**config.mk**
```make
export PLATFORM = sky130hd
export DESIGN_NAME = uart_half_duplex_with_rx_fifo_top
export DESIGN_NICKNAME = d
export VERILOG_FILES = /design/src/sv/uhd_pkg.sv /design/src/sv/uhd_ram.sv /design/src/sv/uhd_tx.sv /design/src/sv/uhd_rx.sv /design/src/sv/uart_half_duplex_with_rx_fifo_top.sv
export VERILOG_INCLUDE_DIRS = /design/src /design/src/sv
export SDC_FILE = /design/constraint.sdc
export NUM_CORES = 1
export LEC_CHECK = 0
export ABC_CLOCK_PERIOD_IN_PS = 13910
export BUFFER_PORTS_ARGS = -buffer_cell sky130_fd_sc_hd__buf_2
export CAP_MARGIN = 20
export CELL_PAD_IN_SITES_DETAIL_PLACEMENT = 0
export CELL_PAD_IN_SITES_GLOBAL_PLACEMENT = 1
export CORE_MARGIN = 1.5
export CORE_UTILIZATION = 30
export DETAILED_ROUTE_END_ITERATION = 8
export PLACE_DENSITY_LB_ADDON = 0.1
export SYNTH_ARGS = -nofsm -noshare
export SYNTH_HDL_FRONTEND = slang
export SYNTH_SLANG_ARGS = --single-unit
```
**constraint.sdc**
```tcl
create_clock -name clk -period 13.91 [get_ports clk]
set_input_delay 1.391 -clock clk [delete_from_list [all_inputs] [get_ports clk]]
set_output_delay 1.391 -clock clk [all_outputs]
set_load 0.02 [all_outputs]
```
**src/sv/assert_macros.svh**
```systemverilog
// ---------------------------------------------------------------------------
// assert_macros.svh
// Assertion macros shared by the UART transceiver RTL. The macros expand to
// nothing when SYNTHESIS is defined.
// ---------------------------------------------------------------------------
`ifndef ASSERT_MACROS_SVH
`define ASSERT_MACROS_SVH
`ifndef SYNTHESIS
// property must hold on every clock edge out of reset
`define UHD_ASSERT(lbl, clk, rst_n, prop, msg) \
	lbl: assert property (@(posedge clk) disable iff (!rst_n) prop) else $error(msg);
// expression must never be true out of reset
`define UHD_NEVER(lbl, clk, rst_n, expr, msg) \
	lbl: assert property (@(posedge clk) disable iff (!rst_n) !(expr)) else $error(msg);
`else
`define UHD_ASSERT(lbl, clk, rst_n, prop, msg)
`define UHD_NEVER(lbl, clk, rst_n, expr, msg)
`endif
`endif

```
**src/sv/uhd_pkg.sv**
```systemverilog
// ---------------------------------------------------------------------------
// uhd_pkg
// Types, register indexes and constants of the half-duplex UART transceiver.
// ---------------------------------------------------------------------------
package uhd_pkg;

	// default receive FIFO depth (holds one byte less than this)
	localparam int UHD_FIFO_DEPTH = 64;

	// configuration register indexes
	typedef enum logic [2:0] {
		CFG_DATA_BITS    = 3'd0,
		CFG_PARITY_MODE  = 3'd1,
		CFG_STOP_BITS    = 3'd2,
		CFG_INVERT_LINE  = 3'd3,
		CFG_DRIVE_ALWAYS = 3'd4,
		CFG_BIT_PERIOD   = 3'd5,
		CFG_LISTEN       = 3'd6
	} cfg_idx_t;

	// parity mode codes
	localparam logic [1:0] PAR_ODD  = 2'd1;
	localparam logic [1:0] PAR_EVEN = 2'd2;

	// read status codes
	typedef enum logic [1:0] {
		RD_OK        = 2'd0,
		RD_EMPTY     = 2'd1,
		RD_NO_LISTEN = 2'd2
	} rd_status_t;

	// transmitter state
	typedef enum logic [3:0] {
		TX_IDLE  = 4'b0001,
		TX_FRAME = 4'b0010,
		TX_BREAK = 4'b0100,
		TX_TRAIL = 4'b1000
	} tx_mode_t;

	// effective configuration, already saturated to legal values
	typedef struct packed {
		logic [3:0]  data_bits;
		logic        parity_en;
		logic        parity_odd;
		logic        stop2;
		logic        invert;
		logic        drive_always;
		logic [15:0] period;
		logic        listen;
	} cfg_t;

	// input word
	typedef struct packed {
		logic       rx_level;
		logic       send_valid;
		logic [7:0] send_data;
		logic       break_valid;
		logic       read_req;
		logic       peek_req;
		logic       flush_req;
	} in_t;

	// result word
	typedef struct packed {
		logic       tx_level;
		logic       tx_drive;
		logic       tx_busy;
		logic       read_valid;
		logic [7:0] read_data;
		rd_status_t read_status;
		logic [5:0] fill_count;
		logic       overflow;
	} out_t;

	// transmitter to top and receiver
	typedef struct packed {
		logic level;
		logic drive;
		logic busy;
		logic sending_next;
	} tx_out_t;

	// receiver / FIFO to top
	typedef struct packed {
		logic       read_valid;
		logic [7:0] read_data;
		rd_status_t read_status;
		logic [5:0] fill_count;
		logic       overflow;
	} rx_out_t;

endpackage

```
**src/sv/uhd_ram.sv**
```systemverilog
// ---------------------------------------------------------------------------
// uhd_ram
// Generic single-write, single-read RAM with registered read data.
// ---------------------------------------------------------------------------
module uhd_ram #(
	parameter int WIDTH = 8,
	parameter int DEPTH = 64
) (
	input  logic                     clk,
	input  logic                     we,
	input  logic [$clog2(DEPTH)-1:0] waddr,
	input  logic [WIDTH-1:0]         wdata,
	input  logic [$clog2(DEPTH)-1:0] raddr,
	output logic [WIDTH-1:0]         rdata
);

	logic [WIDTH-1:0] mem [DEPTH];

	// write port and registered read (old data on collision)
	always_ff @(posedge clk) begin
		if (we) begin
			mem[waddr] <= wdata;
		end
		rdata <= mem[raddr];
	end

endmodule

```
**src/sv/uhd_tx.sv**
```systemverilog
// ---------------------------------------------------------------------------
// uhd_tx
// Transmitter: frame and break shift register with bit timing counter.
// ---------------------------------------------------------------------------
`include "assert_macros.svh"

module uhd_tx import uhd_pkg::*; (
	input  logic    clk,
	input  logic    arst_n,
	input  logic    adv,
	input  cfg_t    cfg,
	input  in_t     item,
	output tx_out_t txo
);

	tx_mode_t    mode_q, mode_l, mode_d;
	logic [15:0] phase_q, phase_l, phase_d, phase_inc;
	logic [3:0]  idx_q, idx_l, idx_d, idx_dec;
	logic [11:0] shift_q, shift_l, shift_d, frame;
	logic [3:0]  stop_n, frame_len, brk_len;
	logic [7:0]  data_m;
	logic        pb, level_b;
	logic        sending_q;

	// frame image: start, data LSB first, parity, stop bits
	always_comb begin
		stop_n    = cfg.stop2 ? 4'd2 : 4'd1;
		frame_len = 4'd1 + cfg.data_bits + {3'b000, cfg.parity_en} + stop_n;
		brk_len   = cfg.data_bits + stop_n + 4'd1;
		for (int i = 0; i < 8; i++) begin
			data_m[i] = item.send_data[i] & (4'(i) < cfg.data_bits);
		end
		pb = cfg.parity_odd ? ~(^data_m) : ^data_m;
		for (int k = 0; k < 12; k++) begin
			if (k == 0) begin
				frame[k] = 1'b0;
			end else if (4'(k) <= cfg.data_bits) begin
				frame[k] = data_m[3'(k - 1)];
			end else if (cfg.parity_en && 4'(k) == cfg.data_bits + 4'd1) begin
				frame[k] = pb;
			end else begin
				frame[k] = 4'(k) < frame_len;
			end
		end
	end

	// load, drive and advance
	always_comb begin
		mode_l  = mode_q;
		shift_l = shift_q;
		idx_l   = idx_q;
		phase_l = phase_q;
		if (mode_q == TX_IDLE) begin
			if (item.send_valid) begin
				mode_l  = TX_FRAME;
				shift_l = frame;
				idx_l   = frame_len;
				phase_l = '0;
			end else if (item.break_valid) begin
				mode_l  = TX_BREAK;
				shift_l = '0;
				idx_l   = brk_len;
				phase_l = '0;
			end
		end

		level_b   = 1'b1;
		txo.drive = cfg.drive_always;
		txo.busy  = 1'b0;
		case (mode_l)
			TX_FRAME, TX_BREAK: begin
				level_b   = shift_l[0];
				txo.drive = 1'b1;
				txo.busy  = 1'b1;
			end
			TX_TRAIL: begin
				txo.busy = 1'b1;
			end
			default: ;
		endcase
		txo.level = level_b ^ cfg.invert;

		mode_d    = mode_l;
		shift_d   = shift_l;
		idx_d     = idx_l;
		phase_d   = phase_l;
		phase_inc = phase_l + 16'd1;
		idx_dec   = (idx_l != 4'd0) ? idx_l - 4'd1 : 4'd0;
		if (mode_l != TX_IDLE) begin
			if (phase_inc >= cfg.period) begin
				phase_d = '0;
				if (mode_l == TX_TRAIL) begin
					mode_d = TX_IDLE;
				end else begin
					shift_d = shift_l >> 1;
					idx_d   = idx_dec;
					if (idx_dec == 4'd0) begin
						mode_d = TX_TRAIL;
					end
				end
			end else begin
				phase_d = phase_inc;
			end
		end
		txo.sending_next = (mode_d == TX_FRAME) || (mode_d == TX_BREAK);
	end

	// state registers
	always_ff @(posedge clk or negedge arst_n) begin
		if (!arst_n) begin
			mode_q  <= TX_IDLE;
			shift_q <= '0;
			idx_q   <= '0;
			phase_q <= '0;
		end else if (adv) begin
			mode_q  <= mode_d;
			shift_q <= shift_d;
			idx_q   <= idx_d;
			phase_q <= phase_d;
		end
	end

	assign sending_q = (mode_q == TX_FRAME) || (mode_q == TX_BREAK);

	// a frame or break in flight always has bits left
	`UHD_NEVER(a_tx_idx, clk, arst_n, sending_q && idx_q == 4'd0, "sending with no bits left")

endmodule

```
**src/sv/uhd_rx.sv**
```systemverilog
// ---------------------------------------------------------------------------
// uhd_rx
// Receiver: start detect, mid-bit sampling, ring FIFO with read, peek and
// flush, sticky overflow.
// ---------------------------------------------------------------------------
`include "assert_macros.svh"

module uhd_rx import uhd_pkg::*; #(
	parameter int FIFO_DEPTH = UHD_FIFO_DEPTH
) (
	input  logic    clk,
	input  logic    arst_n,
	input  logic    adv,
	input  logic    cfg_clear,
	input  cfg_t    cfg,
	input  in_t     item,
	input  logic    tx_sending,
	output rx_out_t rxo
);

	localparam int AW     = $clog2(FIFO_DEPTH);
	localparam int LAST_I = FIFO_DEPTH - 1;
	localparam logic [AW-1:0] LAST    = LAST_I[AW-1:0];
	localparam logic [AW:0]   DEPTH_V = FIFO_DEPTH[AW:0];

	function automatic logic [AW-1:0] nxt(input logic [AW-1:0] i);
		return (i == LAST) ? '0 : i + 1'b1;
	endfunction

	logic [AW-1:0] head_q, tail_q, head_f, tail_f, head_n, tail_n, head_d, nx;
	logic          ovf_q, ovf_n;
	logic [15:0]   phase_q, phase_n, ph, target;
	logic [3:0]    idx_q, idx_n, idx_inc, stop_n, limit;
	logic [7:0]    shift_q, shift_n, ram_q, byp_data_q, head_data;
	logic          active_q, active_n, prev_q, byp_q, cur, req;
	logic          ram_we;
	logic [AW:0]   cnt;

	assign head_data = byp_q ? byp_data_q : ram_q;

	// host side, then receiver
	always_comb begin
		req             = item.read_req | item.peek_req;
		head_f          = head_q;
		tail_f          = tail_q;
		rxo.read_valid  = 1'b0;
		rxo.read_data   = '0;
		rxo.read_status = RD_OK;
		if (req) begin
			if (!cfg.listen) begin
				rxo.read_status = RD_NO_LISTEN;
			end else if (head_q == tail_q) begin
				rxo.read_status = RD_EMPTY;
			end else begin
				rxo.read_valid = 1'b1;
				rxo.read_data  = head_data;
				if (item.read_req) begin
					head_f = nxt(head_q);
				end
			end
		end
		if (item.flush_req && cfg.listen) begin
			head_f = '0;
			tail_f = '0;
		end

		cur      = item.rx_level ^ cfg.invert;
		stop_n   = cfg.stop2 ? 4'd2 : 4'd1;
		limit    = cfg.data_bits + {3'b000, cfg.parity_en} + stop_n;
		target   = (idx_q == 4'd0) ? {1'b0, cfg.period[15:1]} : cfg.period;
		ph       = phase_q + 16'd1;
		idx_inc  = idx_q + 4'd1;
		nx       = nxt(tail_f);
		head_n   = head_f;
		tail_n   = tail_f;
		ovf_n    = ovf_q;
		phase_n  = phase_q;
		idx_n    = idx_q;
		shift_n  = shift_q;
		active_n = active_q;
		ram_we   = 1'b0;
		if (!cfg.listen || tx_sending) begin
			active_n = 1'b0;
			idx_n    = '0;
			phase_n  = '0;
		end else if (!active_q) begin
			if (prev_q && !cur) begin
				active_n = 1'b1;
				phase_n  = '0;
				idx_n    = '0;
				shift_n  = '0;
			end
		end else if (ph >= target) begin
			phase_n = '0;
			if (idx_q == 4'd0) begin
				idx_n = 4'd1;
			end else begin
				if (idx_q <= cfg.data_bits) begin
					shift_n[3'(idx_q - 4'd1)] = shift_q[3'(idx_q - 4'd1)] | cur;
				end
				idx_n = idx_inc;
				if (idx_inc > limit) begin
					if (nx != head_f) begin
						ram_we = 1'b1;
						tail_n = nx;
					end else begin
						ovf_n = 1'b1;
					end
					active_n = 1'b0;
					idx_n    = '0;
				end
			end
		end else begin
			phase_n = ph;
		end

		// fill level after this word
		if (tail_n >= head_n) begin
			cnt = {1'b0, tail_n} - {1'b0, head_n};
		end else begin
			cnt = {1'b0, tail_n} + DEPTH_V - {1'b0, head_n};
		end
		rxo.fill_count = 6'(cnt);
		rxo.overflow   = ovf_n;
	end

	// head address for next cycle's prefetch
	always_comb begin
		if (cfg_clear) begin
			head_d = '0;
		end else if (adv) begin
			head_d = head_n;
		end else begin
			head_d = head_q;
		end
	end

	// FIFO storage
	uhd_ram #(
		.WIDTH(8),
		.DEPTH(FIFO_DEPTH)
	) u_ram (
		.clk  (clk),
		.we   (ram_we & adv),
		.waddr(tail_f),
		.wdata(shift_n),
		.raddr(head_d),
		.rdata(ram_q)
	);

	// state registers
	always_ff @(posedge clk or negedge arst_n) begin
		if (!arst_n) begin
			head_q     <= '0;
			tail_q     <= '0;
			ovf_q      <= 1'b0;
			phase_q    <= '0;
			idx_q      <= '0;
			shift_q    <= '0;
			active_q   <= 1'b0;
			prev_q     <= 1'b1;
			byp_q      <= 1'b0;
			byp_data_q <= '0;
		end else begin
			// write to the prefetched entry: forward it
			byp_q      <= ram_we && adv && (tail_f == head_d);
			byp_data_q <= shift_n;
			if (cfg_clear) begin
				head_q <= '0;
				tail_q <= '0;
				ovf_q  <= 1'b0;
			end else if (adv) begin
				head_q <= head_n;
				tail_q <= tail_n;
				ovf_q  <= ovf_n;
			end
			if (adv) begin
				phase_q  <= phase_n;
				idx_q    <= idx_n;
				shift_q  <= shift_n;
				active_q <= active_n;
				prev_q   <= cur;
			end
		end
	end

	// a stored byte leaves the FIFO non-empty
	`UHD_ASSERT(a_rx_push, clk, arst_n, (ram_we && adv) |=> head_q != tail_q, "push left FIFO empty")

endmodule

```
**src/sv/uart_half_duplex_with_rx_fifo_top.sv**
```systemverilog
// ---------------------------------------------------------------------------
// uart_half_duplex_with_rx_fifo_top
// Half-duplex UART transceiver with a receive ring FIFO, one word per tick.
// ---------------------------------------------------------------------------
// Each input word is one bit-timing tick. While the output is not stalled a
// word is taken every clock cycle: it lands in an input register, the
// transmitter, FIFO logic and receiver work on it in one pass, and its
// result is loaded into an output register, from which it is offered, so
// the block keeps a steady rate of one word per cycle. A stalled output
// holds the input register, which then stalls the input in the same cycle.
// The FIFO storage is a RAM with registered read; the head entry is
// prefetched from the next head address so reads and peeks return in the
// same tick. It holds FIFO_DEPTH-1 bytes and needs no clearing pass after
// reset. Configuration is to be written by the user through a plain write
// port only while no word is in flight; the block itself does not enforce it.
`include "assert_macros.svh"

module uart_half_duplex_with_rx_fifo_top import uhd_pkg::*; #(
	parameter int FIFO_DEPTH = UHD_FIFO_DEPTH
) (
	input  logic        clk,
	input  logic        arst_n,
	input  logic        in_valid,
	output logic        in_stall,
	input  in_t         in_data,
	output logic        out_valid,
	input  logic        out_stall,
	output out_t        out_data,
	input  logic        cfg_we,
	input  logic [2:0]  cfg_index,
	input  logic [15:0] cfg_data
);

	logic [3:0]  data_bits_q;
	logic [1:0]  parity_q, stop_q;
	logic        invert_q, drive_q, listen_q;
	logic [15:0] period_q;
	cfg_t        cfg;
	logic        cfg_clear;

	logic        valid_s1, out_valid_q, advance;
	in_t         item_s1;
	out_t        out_data_q, out_d;
	tx_out_t     txo;
	rx_out_t     rxo;

	// configuration registers
	always_ff @(posedge clk or negedge arst_n) begin
		if (!arst_n) begin
			data_bits_q <= 4'd8;
			parity_q    <= 2'd0;
			stop_q      <= 2'd1;
			invert_q    <= 1'b0;
			drive_q     <= 1'b1;
			period_q    <= 16'd16;
			listen_q    <= 1'b1;
		end else if (cfg_we) begin
			case (cfg_index)
				CFG_DATA_BITS:    data_bits_q <= cfg_data[3:0];
				CFG_PARITY_MODE:  parity_q    <= cfg_data[1:0];
				CFG_STOP_BITS:    stop_q      <= cfg_data[1:0];
				CFG_INVERT_LINE:  invert_q    <= cfg_data[0];
				CFG_DRIVE_ALWAYS: drive_q     <= cfg_data[0];
				CFG_BIT_PERIOD:   period_q    <= cfg_data;
				CFG_LISTEN:       listen_q    <= cfg_data[0];
				default: ;
			endcase
		end
	end

	// listen turning on empties the FIFO and clears overflow
	assign cfg_clear = cfg_we && (cfg_index == CFG_LISTEN) && !listen_q && cfg_data[0];

	// effective settings
	always_comb begin
		if (data_bits_q < 4'd5) begin
			cfg.data_bits = 4'd5;
		end else if (data_bits_q > 4'd8) begin
			cfg.data_bits = 4'd8;
		end else begin
			cfg.data_bits = data_bits_q;
		end
		cfg.parity_en    = (parity_q == PAR_ODD) || (parity_q == PAR_EVEN);
		cfg.parity_odd   = parity_q == PAR_ODD;
		cfg.stop2        = stop_q >= 2'd2;
		cfg.invert       = invert_q;
		cfg.drive_always = drive_q;
		cfg.period       = (period_q == 16'd0) ? 16'd1 : period_q;
		cfg.listen       = listen_q;
	end

	// handshake: word moves from input register to output register
	assign advance   = valid_s1 && (!out_valid_q || !out_stall);
	assign in_stall  = valid_s1 && !advance;
	assign out_valid = out_valid_q;
	assign out_data  = out_data_q;

	always_ff @(posedge clk or negedge arst_n) begin
		if (!arst_n) begin
			valid_s1    <= 1'b0;
			out_valid_q <= 1'b0;
		end else begin
			if (in_valid && !in_stall) begin
				valid_s1 <= 1'b1;
			end else if (advance) begin
				valid_s1 <= 1'b0;
			end
			if (advance) begin
				out_valid_q <= 1'b1;
			end else if (!out_stall) begin
				out_valid_q <= 1'b0;
			end
		end
	end

	// payload registers
	always_ff @(posedge clk) begin
		if (in_valid && !in_stall) begin
			item_s1 <= in_data;
		end
		if (advance) begin
			out_data_q <= out_d;
		end
	end

	uhd_tx u_tx (
		.clk   (clk),
		.arst_n(arst_n),
		.adv   (advance),
		.cfg   (cfg),
		.item  (item_s1),
		.txo   (txo)
	);

	uhd_rx #(
		.FIFO_DEPTH(FIFO_DEPTH)
	) u_rx (
		.clk       (clk),
		.arst_n    (arst_n),
		.adv       (advance),
		.cfg_clear (cfg_clear),
		.cfg       (cfg),
		.item      (item_s1),
		.tx_sending(txo.sending_next),
		.rxo       (rxo)
	);

	// result word
	always_comb begin
		out_d.tx_level    = txo.level;
		out_d.tx_drive    = txo.drive;
		out_d.tx_busy     = txo.busy;
		out_d.read_valid  = rxo.read_valid;
		out_d.read_data   = rxo.read_data;
		out_d.read_status = rxo.read_status;
		out_d.fill_count  = rxo.fill_count;
		out_d.overflow    = rxo.overflow;
	end

	// a processed word always reaches the output register
	`UHD_ASSERT(a_adv_out, clk, arst_n, advance |=> out_valid_q, "processed word not presented")
	// a held word stays in the input register unchanged
	`UHD_ASSERT(a_s1_hold, clk, arst_n, in_stall |=> (valid_s1 && $stable(item_s1)), "held word lost")

endmodule
```
# ---- After elaboration in Yosys (flattened, before gate mapping)
# Memory sizes are Yosys's and may differ from the RTL's. A register that Yosys moved wholly into a read port is not among the register bits.
# Cells that the tools add are included.
dict set report word_totals {
  out_inout_bits 23
  ram_bits 512
  regBits 152
  inputBits 38
  n_memories 1
}
# memory words word_bits rd rd_ports_with_merged_regs wr line_no
set memory_table {}
lappend memory_table {u_rx.u_ram.mem 64 8 1 1 1 uhd_ram.sv:17} ;# logic [WIDTH-1:0] mem [DEPTH];
dict set report classes {
  n_lt_le_gt_ge 40
  eq_ne 33
  n_mux 125
  addsub 17
  reduce_logical 54
  bitwise 16
}
# op count
set ops {}
lappend ops {{$mux 16} 11}
lappend ops {{$mux 6} 19}
lappend ops {{$mux 4} 22}
lappend ops {{$mux 12} 6}
lappend ops {{$mux 8} 7}
lappend ops {{$mux 1} 54}
lappend ops {{$add 16x1->16 const B} 2}
lappend ops {{$ge 16x16->1} 2}
lappend ops {{$lt 3x4->1 const A} 8}
lappend ops {{$logic_and 1x1->1} 22}
lappend ops {{$add 6x1->6 const B} 3}
lappend ops {{$reduce_and 2->1} 9}
lappend ops {{$eq 3x4->1 const A} 4}
lappend ops {{$eq 4x4->1 const A} 4}
lappend ops {{$le 3x4->1 const A} 4}
lappend ops {{$le 4x4->1 const A} 4}
lappend ops {{$logic_not 16->1} 1}
lappend ops {{$lt 2x4->1 const A} 4}
lappend ops {{$lt 4x4->1 const A} 4}
lappend ops {{$add 4x4->4} 3}
lappend ops {{$eq 6x6->1} 2}
lappend ops {{$eq 6x6->1 const B} 2}
lappend ops {{$lt 1x4->1 const A} 3}
lappend ops {{$sub 6x6->6} 2}
lappend ops {{other kinds (50)} 83}

# ---- Longest topological paths before layout
dict set report logic_depth {
  word_depth 22
  ltp_mapped 30
}

# ---- Modules after synthesis
# From an unflattened synthesis, not the netlist that was laid out.
dict set report unflattened {
  cells_unflattened 2140
  hier_area_um2 31042.3
}
# mod area_each_um2 seq_area_each_um2 cells_per_inst instances
set by_module_without_submodules {}
lappend by_module_without_submodules {uhd_ram 20166.8 15534.9 940 1}
lappend by_module_without_submodules {uhd_rx 4757.1 1302.5 578 1}
lappend by_module_without_submodules {uhd_tx 3736.1 902.1 489 1}
lappend by_module_without_submodules {uart_half_duplex_with_rx_fifo_top 2382.3 1756.7 133 1}

# ---- Worst setup path before layout
# No wires, ideal clock.
dict set report synth_timing {
  kind {flip-flop to flip-flop}
  from {register u_tx.mode_q[3]}
  to {memory u_rx.u_ram.mem[0][1] (data pin)}
  slack_ns 6.515
  period_less_slack_ns 7.395
  path_stages_with_launch 22
  arrival_ns 6.685
  t_required_ns 13.200
  cell_sequence {dfrtp_1 clkbuf_1 nor4b_4 buf_4 o21ai_1 clkbuf_1 and2_1 ha_1 and2_1 nand2_1 xor2_1 ha_1 nand2_1 o21ai_0 a211o_1 a41oi_1 o31ai_1 a21o_1 nand4_1 or2_2 clkbuf_1 o21ai_0}
}
dict set report synth_between {
  elab_chain_len 13
}
# element line_no
set synth_lines {}
lappend synth_lines {{start, declared} uhd_tx.sv:16} ;# tx_mode_t mode_q, mode_l, mode_d;
lappend synth_lines {{start signal, assigned} uhd_tx.sv:116} ;# mode_q <= mode_d;
lappend synth_lines {{branches (longest 8 deep; another with $add 16x1->16)} --}
lappend synth_lines {{$mux 4 *} uhd_tx.sv:89} ;# if (mode_l != TX_IDLE) begin
lappend synth_lines {{$eq 4x2->1 / $eq 4x3->1 (equally long branches)} uhd_tx.sv:105} ;# txo.sending_next = (mode_d == TX_FRAME) || (mode_d == TX_BREAK);
lappend synth_lines {{$logic_or 1x1->1 *} uhd_tx.sv:105}
lappend synth_lines {{$logic_or 1x1->1 *} uhd_rx.sv:82} ;# if (!cfg.listen || tx_sending) begin
lappend synth_lines {{$mux 8 *} uhd_rx.sv:82}
lappend synth_lines {{net u_rx.shift_n[1]} uhd_rx.sv:34} ;# logic [7:0] shift_q, shift_n, ram_q, byp_data_q, head_data;
lappend synth_lines {{end, declared} uhd_ram.sv:17}
# Mark *: on every way through the listed nets, which the timed path passes.

# ---- Worst setup path in the final report
dict set report layout_timing {
  from {register u_tx.mode_q[0]}
  to {memory u_rx.u_ram.mem[38][7], enable pin}
}
dict set report layout_between {
  elab_chain_len 16
}
# element line_no
set layout_lines {}
lappend layout_lines {{branches (longest 8 deep; another with $add 16x1->16)} --}
lappend layout_lines {{$mux 4 *} uhd_tx.sv:89}
lappend layout_lines {{$eq 4x2->1 / $eq 4x3->1 (equally long branches)} uhd_tx.sv:105}
lappend layout_lines {{$logic_or 1x1->1 *} uhd_tx.sv:105}
lappend layout_lines {{$logic_or 1x1->1 *} uhd_rx.sv:82}
lappend layout_lines {{$mux 1 *} uhd_rx.sv:82}
lappend layout_lines {{$and 1x1->1 *} uhd_rx.sv:144} ;# .we (ram_we & adv),
lappend layout_lines {{$mux 1 *} uhd_ram.sv:21} ;# if (we) begin
lappend layout_lines {{$mux 1 (implied by the code) *} uhd_ram.sv:22} ;# mem[waddr] <= wdata;
# Every way passes the cells marked *.

==> metrics.md <==
| Metric | Value |
|---|---|
| First-pass GRT wire length | 130000 um |
| Arr. time, crit path | 7.50 ns |
| Sink Count | 671 |
| Setup TNS | 0 ns |
| Crit path capture type | flop |
| Port Buffers | 60 |
| Mean Syn Cell Area | 14.54 sq um |
| Worst Tran Pin Value | 1.110 ns |
| Yosys reg bits | approximately 670 |
| Synth Cell Area | between 30000 and 40000 sq um |
| Worst-case clock buffer depth | 3 |
| Post-CTS sizing | 0 |
| Clk_lat worst skew | 0.66 ns |
| Post-CTS Setup Bufs | 0 |
| DR WL/cell | 24.29 um |
| DP Cell Count | 3498 |
| Global Route Usage Sum | between 10% and 20% |
| Minimum clock period after layout | between 7 and 8 ns |
| Kind of critical path | reg -> reg |
| Main area contributors after synthesis | edfxtp_1 (53%), dfrtp_1 (8.9%), mux4_2 (7.6%), mux2i_1 (3.3%), ha_1 (2.5%) |
| Worst-path clk slew | around 0.060 ns |
| Worst clock skew | 0.03835 ns |
| # hold bufs at CTS | 0 |
| Post-synth EDFFs | 547 |
| Cell count after synthesis | 2116 |
| Die Span Y | 323.2 um |
| Sequential area share after synthesis | a little under two thirds |
| Slowest stage cell, crit path | nor4_2 |
| Via density | 5.097 |
| Row count | approximately 120 |
| Num CTS Buffers | 80 |
| Final ANT Viol Nets | 0 |
| Vias in the first global route | 18860 |
| Hold Fails Final Rpt | 0 |
| RSZ-0062 raised after global routing | no |
| Core ar. | 101700 sq um |
| Period utilization | 52.01% |
| Post-route non-filler standard cell count | 3649 |
| Drt pass-1 iters | 5 |
| FF-to-FF Start | u_tx.mode_q[0] |
| Die ar. | 104500 sq um |
| Synth Flop Type | edfxtp_1 |
| Vias | 18600 |
| CP Max Fanout | 49 |
| Min-delay worst type | reg -> reg |
| Layout Nets | 2321 |
| Critical path launch point | u_tx.mode_q[0] |
| Share of cells above drive strength 1 | between 20 and 25% |
| Commonest non-fill, non-tap cell in the layout | edfxtp_1 |
| F_max | 138.2 MHz |
| Hold path startpoint | u_tx.shift_q[9] |
| Ys Warns | 0 |
| I/O pins | between 60 and 70 |
| # Max-Cap Violations | 0 |
| Htree depth | 3 |
| CTS tree | done |
| FFs w/ async S/R, synth | 17.29% |
| Post-synth top area cell | edfxtp_1 |
| Critical Path RT | 14.18 ns |
| DR iter-0 viols | 1423 |
| Endpoints failing setup | 0 |
| Critical path cell sequence | nor4b_4 > o21ai_1 > buf_4 > and2_1 > ha_1 > and2_1 > nand2_1 > xor2_1 > ha_1 > nand2_1 > o21ai_0 > a211o_1 > a41oi_1 > o31ai_2 > buf_4 > a21o_1 > nand3_1 > or2_4 > nor4_2 > nor2b_1 |
| Max-slew violation count | 0 |
| Initial antenna violation count | 7 |
| Initial Utilization | 30.23% |
| CTS Root Cell | clkbuf_16 |
| Max rail drop VDD | 107.7 uV |
| Outcome | completed |
| Yosys top cell area share | 53.40% |
| Worst Setup Start Kind | flop |
| Die X | 323.2 um |
| Dpl hpwl | 59150 um |
| CP peak stage delay | 0.74 ns |
| Most frequent cells in the layout | edfxtp_1 (547), nand2_1 (128), nor2_1 (113) |
| Max-slew headroom | 25.81% |
| Routability Congestion | 0.7961 |
| Leakage | ~13 nW |
| P&R area growth vs syn | 15.80% |
| Largest net degree at the start of global routing | 108 |
| Post-synth cell types | 90 |
| Pwr dens | 153.2 nW/um^2 |
| GR Overflow Total | 0 |
| DRC | 0 |
| Syn nets | 2222 |
| WL final | around 89000 um |
==> path summary, 6_finish.rpt <==
path | endpoint | slack [ns] | depth (start not counted)
min in group asynchronous | period_q[2] | 0.71 | 1
hold / removal | u_tx.shift_q[9] | 0.49 | 2
hold reg to reg | u_tx.shift_q[9] | 0.49 | 2
setup / recovery | u_rx.u_ram.mem[38][7] | 6.68 | 20
setup reg to reg | u_rx.u_ram.mem[38][7] | 6.68 | 20
max in group asynchronous | u_rx.byp_data_q[7] | 11.83 | 2
==> area by class of cell <==
| class | instances | area (sq um) |
|---|---|---|
| Sequential cell | 671 | 19500 |
| Clock inverter | 38 | 362.8 |
| Multi-Input combinational cell | 1272 | 10790 |
| Tap cell | 1368 | 1712 |
| Clock buffer | 109 | 2131 |
| Inverter | 46 | 172.7 |
| Fill cell | 9762 | 66120 |
| Timing Repair Buffer | 144 | 954.7 |
| Antenna cell | 1 | 2.502 |
==> where the power goes <==
part	internal, mW	switching (mW)
logic	0.430	0.673
clock network	1.14	0.859
registers	2.24	0.111
==> worst max-delay path, delay by kind of cell, from the launching register on <==
family / cells / cell delay (ns)
AND/OR/NAND/NOR: 9 / 3.51
AO/OA/AOI/OAI: 6 / 1.44
buffers and inverters: 2 / 0.62
flip-flops: 1 / 0.58
adder cells (fa/ha/maj): 2 / 0.57
XOR/XNOR: 1 / 0.09
==> per-layer routing <==
| layer | track usage, % | vias up | share of wire (%) | routed length [um] |
|---|---|---|---|---|
| met1 | 23.97 | 9658 | 48 | 42120 |
| met3 | 3.218 | 98 | 4.3 | 3833 |
| met5 | 0 | - | 0.014 | 12 |
| met2 | 27.05 | 382 | 46 | 40850 |
| met4 | 4.330 | 2 | 2.0 | 1811 |
| li1 | - | 8458 | - | - |
==> cells in the mapped netlist, drive strengths merged (8+ instances only) <==
library cell  instances
nand2               129
a32oi                14
a21oi                62
clkbuf               65
buf                  62
xor2                 26
nor2                117
or4                  10
and2                 33
mux4                104
and3                 26
a32o                 13
nor3                 28
nor2b                12
o211ai               14
a31oi                23
xnor2                39
o2bb2ai              12
nor4                 51
nand4                15
mux2                 31
dfrtp               110
nand2b               24
dfxtp                 8
a22o                 25
inv                  46
mux2i               101
ha                   62
edfxtp              547
nand3                60
a21o                 17
o21ai                97
nor3b                 8
o31ai                10
==> kinds of logic after synthesis <==
logic type / share of synthesized area [%]
buffers and inverters: 2.673
xor gates and xnor gates: 1.949
adders and majority gates: 2.913
muxes: 12.04
AOI/OAI and AO/OA: 7.981
DFF: 63.39
and+or+nand+nor: 9.063
==> per-stage QoR <==
stage	utilization, %	hold WS [ns]	setup slack, ns	power, mW	instance area (sq um)
4_1_cts	34.98	0.4907	6.604	5.550	35590
3_3_place_gp	32.39	0.4656	6.850	3.511	32960
2_1_floorplan	-	0.4497	6.515	3.176	30760
3_5_place_dp	32.53	0.4723	6.638	3.516	33090
5_1_grt	35.00	0.5182	6.187	5.723	35610
6_report	35.01	0.4899	6.675	5.457	35620
==> registers in the layout (all words and copies together) (netlist names), 6 cells and up <==
name,flops
u_tx.phase_q,16
u_rx.shift_q,8
u_rx.u_ram.rdata,8
period_q,16
u_rx.head_q,6
u_rx.u_ram.mem,512
u_rx.phase_q,16
item_s1,14
out_data,21
u_rx.byp_data_q,8
u_tx.shift_q,12
u_rx.tail_q,6
No activity file was read; power rests on OpenSTA's default activity.
